`src/design/dqi_pkg.sv`:
```
package dqi_pkg;

  // Storage geometry.
  localparam int unsigned CAPACITY   = 16;
  localparam int unsigned DATA_WIDTH = 32;
  localparam int unsigned IDX_W      = (CAPACITY > 1) ? $clog2(CAPACITY) : 1;
  localparam int unsigned CNT_W      = $clog2(CAPACITY + 1);

  // Field widths of the stream words.
  localparam int unsigned FUNC_W   = 3;
  localparam int unsigned VALUE_W  = 32;
  localparam int unsigned POS_W    = 4;
  localparam int unsigned FILL_W   = 5;
  localparam int unsigned STATUS_W = 2;
  localparam int unsigned CMP_W    = (POS_W > CNT_W) ? POS_W : CNT_W;

  localparam int unsigned S_TDATA_W = ((VALUE_W + POS_W + 7) / 8) * 8;
  localparam int unsigned M_TDATA_W = ((VALUE_W + FILL_W + 7) / 8) * 8;

  typedef enum logic [FUNC_W-1:0] {
    FN_PUSH_FRONT = 3'd0,
    FN_POP_FRONT  = 3'd1,
    FN_PUSH_BACK  = 3'd2,
    FN_POP_BACK   = 3'd3,
    FN_READ       = 3'd4,
    FN_DELETE     = 3'd5,
    FN_REVERSE    = 3'd6,
    FN_CLEAR      = 3'd7
  } func_e;

  typedef enum logic [STATUS_W-1:0] {
    ST_OK        = 2'd0,
    ST_EMPTY     = 2'd1,
    ST_FULL      = 2'd2,
    ST_BAD_INDEX = 2'd3
  } status_e;

  typedef enum logic [1:0] {
    SHIFT_NONE,
    SHIFT_INSERT,
    SHIFT_REMOVE
  } shift_e;

  // Command broadcast to every cell of the chain.
  typedef struct packed {
    shift_e             kind;
    logic [IDX_W-1:0]   pos;
  } shift_cmd_t;

endpackage

```
`src/design/dqi_cell.sv`:
```
module dqi_cell (
  input  logic                            clk_i,
  input  logic [dqi_pkg::IDX_W-1:0]       cell_idx_i,
  input  dqi_pkg::shift_cmd_t             cmd_i,
  input  logic [dqi_pkg::DATA_WIDTH-1:0]  push_data_i,
  input  logic [dqi_pkg::DATA_WIDTH-1:0]  low_data_i,
  input  logic [dqi_pkg::DATA_WIDTH-1:0]  high_data_i,
  output logic [dqi_pkg::DATA_WIDTH-1:0]  data_o
);
  import dqi_pkg::*;

  logic [DATA_WIDTH-1:0] data_q, data_d;

  // An insert opens a slot at pos by moving everything above it up by one;
  // a remove closes the slot at pos by pulling everything above it down.
  always_comb begin
    data_d = data_q;
    unique case (cmd_i.kind)
      SHIFT_INSERT: begin
        if (cell_idx_i == cmd_i.pos) begin
          data_d = push_data_i;
        end else if (cell_idx_i > cmd_i.pos) begin
          data_d = low_data_i;
        end
      end
      SHIFT_REMOVE: begin
        if (cell_idx_i >= cmd_i.pos) begin
          data_d = high_data_i;
        end
      end
      default: data_d = data_q;
    endcase
  end

  always_ff @(posedge clk_i) begin
    data_q <= data_d;
  end

  assign data_o = data_q;

endmodule

```
`src/design/bounded_deque_indexed_delete_unit.sv`:
```
// An accepted word's result word is registered and shows on the master
// side right after the edge that accepts it. Throughput: one word per
// cycle unless the master side stalls; every operation, including a delete
// that closes a gap, is at most a single parallel shift of the cell chain.
// Reset clears the fill count, the direction flag and the result valid flag;
// cell contents are not cleared and are only read below the fill count.
module bounded_deque_indexed_delete_unit (
  input  logic                            clk_i,
  input  logic                            rst_ni,
  // s_axis_tdata: value_in [31:0], position [35:32], zero padding above.
  input  logic [dqi_pkg::S_TDATA_W-1:0]   s_axis_tdata,
  // s_axis_tuser: func [2:0].
  input  logic [dqi_pkg::FUNC_W-1:0]      s_axis_tuser,
  input  logic                            s_axis_tvalid,
  output logic                            s_axis_tready,
  // m_axis_tdata: value_out [31:0], fill_count [36:32], zero padding above.
  output logic [dqi_pkg::M_TDATA_W-1:0]   m_axis_tdata,
  // m_axis_tuser: status [1:0].
  output logic [dqi_pkg::STATUS_W-1:0]    m_axis_tuser,
  output logic                            m_axis_tvalid,
  input  logic                            m_axis_tready
);
  import dqi_pkg::*;

  logic [CNT_W-1:0]      count_q, count_d;
  logic                  rev_q, rev_d;
  logic                  m_valid_q;
  logic [VALUE_W-1:0]    out_value_q;
  logic [FILL_W-1:0]     out_count_q;
  status_e               out_status_q;

  logic                  accept;
  func_e                 func;
  logic [VALUE_W-1:0]    value_in;
  logic [POS_W-1:0]      position;
  logic [DATA_WIDTH-1:0] push_data;
  logic [IDX_W-1:0]      logical_idx, phys_idx;
  logic [DATA_WIDTH-1:0] rd_data;
  logic                  pos_bad, at_low;
  shift_cmd_t            cmd;
  logic [VALUE_W-1:0]    res_value;
  status_e               res_status;

  logic [DATA_WIDTH-1:0] cell_data [CAPACITY];

  assign accept   = s_axis_tvalid && s_axis_tready;
  assign func     = func_e'(s_axis_tuser);
  assign value_in = s_axis_tdata[VALUE_W-1:0];
  assign position = s_axis_tdata[VALUE_W +: POS_W];
  assign push_data = DATA_WIDTH'(value_in);

  assign s_axis_tready = !m_valid_q || m_axis_tready;

  // The chain is ordered by physical place; the direction flag says which
  // end is the logical front.
  genvar gi;
  generate
    for (gi = 0; gi < CAPACITY; gi++) begin : g_cell
      logic [DATA_WIDTH-1:0] low_data, high_data;
      if (gi == 0) begin : g_first
        assign low_data = push_data;
      end else begin : g_mid_lo
        assign low_data = cell_data[gi-1];
      end
      if (gi == CAPACITY - 1) begin : g_last
        assign high_data = '0;
      end else begin : g_mid_hi
        assign high_data = cell_data[gi+1];
      end
      dqi_cell u_cell (
        .clk_i       (clk_i),
        .cell_idx_i  (IDX_W'(gi)),
        .cmd_i       (cmd),
        .push_data_i (push_data),
        .low_data_i  (low_data),
        .high_data_i (high_data),
        .data_o      (cell_data[gi])
      );
    end
  endgenerate

  always_comb begin
    unique case (func)
      FN_POP_BACK:          logical_idx = IDX_W'(count_q - CNT_W'(1));
      FN_READ, FN_DELETE:   logical_idx = IDX_W'(position);
      default:              logical_idx = '0;
    endcase
  end

  assign phys_idx = rev_q ? IDX_W'(count_q - CNT_W'(1) - CNT_W'(logical_idx)) : logical_idx;
  assign rd_data  = cell_data[phys_idx];
  assign pos_bad  = CMP_W'(position) >= CMP_W'(count_q);
  assign at_low   = (func == FN_PUSH_FRONT) != rev_q;

  always_comb begin
    cmd.kind   = SHIFT_NONE;
    cmd.pos    = phys_idx;
    res_value  = '0;
    res_status = ST_OK;
    count_d    = count_q;
    rev_d      = rev_q;
    unique case (func)
      FN_PUSH_FRONT, FN_PUSH_BACK: begin
        if (count_q == CNT_W'(CAPACITY)) begin
          res_status = ST_FULL;
        end else begin
          cmd.kind = SHIFT_INSERT;
          cmd.pos  = at_low ? '0 : IDX_W'(count_q);
          count_d  = count_q + CNT_W'(1);
        end
      end
      FN_POP_FRONT, FN_POP_BACK: begin
        if (count_q == '0) begin
          res_status = ST_EMPTY;
        end else begin
          cmd.kind  = SHIFT_REMOVE;
          res_value = VALUE_W'(rd_data);
          count_d   = count_q - CNT_W'(1);
        end
      end
      FN_READ: begin
        if (pos_bad) begin
          res_status = ST_BAD_INDEX;
        end else begin
          res_value = VALUE_W'(rd_data);
        end
      end
      FN_DELETE: begin
        if (pos_bad) begin
          res_status = ST_BAD_INDEX;
        end else begin
          cmd.kind  = SHIFT_REMOVE;
          res_value = VALUE_W'(rd_data);
          count_d   = count_q - CNT_W'(1);
        end
      end
      FN_REVERSE: rev_d = !rev_q;
      FN_CLEAR: begin
        count_d = '0;
        rev_d   = 1'b0;
      end
      default: count_d = count_q;
    endcase
    // The chain only moves for a word that is really taken.
    if (!accept) begin
      cmd.kind = SHIFT_NONE;
    end
  end

  always_ff @(posedge clk_i or negedge rst_ni) begin
    if (!rst_ni) begin
      count_q   <= '0;
      rev_q     <= 1'b0;
      m_valid_q <= 1'b0;
    end else begin
      if (accept) begin
        count_q   <= count_d;
        rev_q     <= rev_d;
        m_valid_q <= 1'b1;
      end else if (m_axis_tready) begin
        m_valid_q <= 1'b0;
      end
    end
  end

  always_ff @(posedge clk_i) begin
    if (accept) begin
      out_value_q  <= res_value;
      out_count_q  <= FILL_W'(count_d);
      out_status_q <= res_status;
    end
  end

  assign m_axis_tvalid = m_valid_q;
  assign m_axis_tdata  = M_TDATA_W'({out_count_q, out_value_q});
  assign m_axis_tuser  = out_status_q;

endmodule

```
`config.mk`:
```
export PLATFORM = sky130hd
export DESIGN_NAME = bounded_deque_indexed_delete_unit
export DESIGN_NICKNAME = d
export VERILOG_FILES = /design/src/design/dqi_pkg.sv /design/src/design/dqi_cell.sv /design/src/design/bounded_deque_indexed_delete_unit.sv
export SDC_FILE = /design/constraint.sdc
export NUM_CORES = 1
export LEC_CHECK = 0
export BUFFER_PORTS_ARGS = -buffer_cell sky130_fd_sc_hd__buf_2
export CAP_MARGIN = 30
export CELL_PAD_IN_SITES_DETAIL_PLACEMENT = 0
export CELL_PAD_IN_SITES_GLOBAL_PLACEMENT = 2
export CORE_MARGIN = 8
export CORE_UTILIZATION = 36
export CTS_BUF_LIST = sky130_fd_sc_hd__clkbuf_4 sky130_fd_sc_hd__clkbuf_8 sky130_fd_sc_hd__clkbuf_16
export DETAILED_ROUTE_END_ITERATION = 10
export PLACE_DENSITY = 0.73
export SETUP_SLACK_MARGIN = 0.05
export SYNTH_ARGS = -nofsm -noshare
export SYNTH_HDL_FRONTEND = slang
export SYNTH_SLANG_ARGS = --single-unit
```
`constraint.sdc`:
```
create_clock -name clk_i -period 9.2 [get_ports clk_i]
set_input_delay 0.46 -clock clk_i [delete_from_list [all_inputs] [get_ports clk_i]]
set_output_delay 0.46 -clock clk_i [all_outputs]
set_load 0.02 [all_outputs]
```
==> impl_metrics.ini <==
[floorplanning]
start_util = 0.363
die_y_um = 323
io_pins = 91
dieArea_um2 = 104000
core_area_um2 = 93300
std_cell_rows = 112
dieWidth_um = 323

[critical_path]
cp_cell_sequence = inv_1 > ha_1 > inv_1 > nor4_1 > nor2_1 > o21ai_0 > a211o_1 > ha_1 > inv_2 > buf_4 > o21ai_0 > nand2_2 > buf_4
critPathArrivalTime_ns = 6.86
path_max_fanout = 19
cp-end-kind = register
crit_family = buffers and inverters
r2r_start = count_q[0]$_DFFE_PN0P_
cp-start-kind = register
r2r_slack_ns = 2.60
rr_endpoint = g_cell[14].u_cell.data_o[2]$_DFFE_PP_
rr_worst_depth = 13
crit_path_top_delay_cell = nor4_1
crit_buf_inv = 5
cp.required_ns = 9.46
path_class = reg -> reg
max_stage_delay_ns = 0.75

[sta]
max_freq_ghz = 0.152
totalNegativeSetupSlack_ns = 0
worst-slew-pin-transition_ns = 1.08
slew_viol_final = 0
worst_slack_ns = 2.60
hold_violations = 0
slew_headroom = 0.277
rsz0062_at_grt = false
fin_skew_ns = 0.0291
fin_crit_ns = 6.60
setup_viol = 0
whs_ns = 0.137
post-route-period-util = 0.717

[synth]
yosysTopAreaCell = edfxtp_1
synth_flop_cell = edfxtp_1
yosysSeqAreaShare = 0.494
synth.distinct_cells = 81
post_synth.cell_area_avg_um2 = 9.39
yosys_warnings = 0
synth_common_cells = nand2_1, edfxtp_1, a21oi_1
yosysMostFrequentCell = nand2_1
synth_area_um2 = 33900
ys_ff_latch = 558
synth_cells = 3606
synth.top_cell.area_share = 0.489
synthArstFlopShare = 0.0125
yosys-top-cells-area = edfxtp_1, nand2_1, a21oi_1, mux2i_1, a2bb2oi_1
synth-edff-count = 551

[global_routing]
grt_usage = 0.280
met3_usage = 0.0571
grt_pass1_wl_um = 216000
use_met1 = 0.393
grt_max_degree = 203
antenna_found_initial = 12
use_met2 = 0.423
overflow = 0
first_global_vias = 29566
gr-max-usage-layer = met2

[cts]
cts_tree = built
cts_setup_buffers = 0
holdBufCountCts = 2
clkTransAtPathRegs_ns = 0.06
h-tree-depth = 3
cts_root_buffer = clkbuf_16
post_cts_resized = 0
cts_made_buffers = 70
clockBufferDepth = 3
worstSkewPairLatency_ns = 0.64
cts_num_sinks = 558

[power]
ir_drop_uv = 327
p_leak_nw = 12.5
power_density_nw_per_um2 = 284
total_power_mw = 10.8

[run_status]
outcome = complete, no violations

[cells_and_area]
final_cells = 4818
synthToLayoutAreaGrowth_pct = 11.9
drive_gt1_frac = 0.112
nets = 3563
fin_util = 0.406
final_area_um2 = 37900

[hold_path]
hp-class = in -> reg
hold_path_depth = 3
min_from = m_axis_tready
hold_end = m_axis_tvalid$_DFFE_PN0P_

[detailed_routing]
wire_per_inst_um = 31.4
wirelength_um = 151000
drc = 0
via_per_inst = 6.43
postRouteAntennaNets = 0
drt_iter0_drc = 4323
num_vias = 31002
drtPass1Iterations = 6

[placed_design]
dpl.hpwl_um = 82100
dp_cells = 4680
routabilityCongestion = 0.830
io_buffers = 83
dpl_cell_area_um2 = 35500
post-place-ws_ns = 2.79

[flow_run]
cap_viol_max_count = 0
-- worst min-delay path, delay by kind of cell --
family | cells | cell delay, ns
and+or+nand+nor | 2 | 0.19
buffers and inverters | 1 | 0.07
-- flip-flops by register name, summed over array words and instances (netlist names) --
register              count
count_q                   5
g_cell.u_cell.data_o    512
m_axis_tuser              2
m_axis_tvalid             1
out_count_q               5
out_value_q              32
rev_q                     1
-- kinds of logic after synthesis --
logic type,synth area share
AO/OA/AOI/OAI,0.259
XOR/XNOR,0.00104
adder cells (fa/ha/maj),0.00466
buffers and inverters,0.0482
flip-flops,0.494
multiplexers,0.0491
other,0.000111
AND/OR/NAND/NOR,0.144
-- worst max-delay path by stage --
stage,from,end,slack [ns],cells past startpoint
2_1_floorplan,count_q[1]$_DFFE_PN0P_,g_cell[8].u_cell.data_o[0]$_DFFE_PP_,2.46,17
5_1_grt,count_q[0]$_DFFE_PN0P_,g_cell[14].u_cell.data_o[31]$_DFFE_PP_,2.44,13
4_1_cts,count_q[0]$_DFFE_PN0P_,g_cell[14].u_cell.data_o[1]$_DFFE_PP_,2.67,13
6_report,count_q[0]$_DFFE_PN0P_,g_cell[14].u_cell.data_o[2]$_DFFE_PP_,2.60,13
3_3_place_gp,count_q[0]$_DFFE_PN0P_,g_cell[14].u_cell.data_o[31]$_DFFE_PP_,2.89,13
3_5_place_dp,count_q[0]$_DFFE_PN0P_,g_cell[14].u_cell.data_o[31]$_DFFE_PP_,2.79,13
-- layout by cell type (no fill, tap or decap), types with 68 or more instances in the layout --
cell type  count
nand2_1      615
edfxtp_1     551
a21oi_1      425
o21ai_0      257
nor2_1       176
mux2i_1      166
a2bb2oi_1    160
o21ai_1      133
o22ai_1       94
buf_2         84
buf_4         77
clkbuf_16     74
nand3_1       70
o211ai_1      68
-- routing by layer --
| layer | part of all wire | wire (µm) | up-vias |
|---|---|---|---|
| met5 | 0.00024 | 36 | - |
| met4 | 0.042 | 6310 | 6 |
| met3 | 0.11 | 16200 | 371 |
| met2 | 0.43 | 65300 | 2010 |
| met1 | 0.42 | 63500 | 15307 |
| li1 | - | - | 13308 |
-- area by class of cell --
class                           instances  area (µm²)
Antenna cell                            6        15.0
Clock buffer                           91        1980
Clock inverter                         35         263
Fill cell                            9292       55400
Inverter                               20        82.6
Multi-Input combinational cell       2675       15900
Sequential cell                       558       16700
Tap cell                             1254        1570
Timing Repair Buffer                  179        1380
-- power breakdown --
group          leakage, nW  internal [mW]  switching, mW  total (mW)
registers             5.19           3.30          0.251        3.55
logic                 6.21           1.25           3.21        4.45
clock network         1.12           1.60           1.17        2.77
total                 12.5           6.15           4.62        10.8
(Power assumes the default switching activity.)
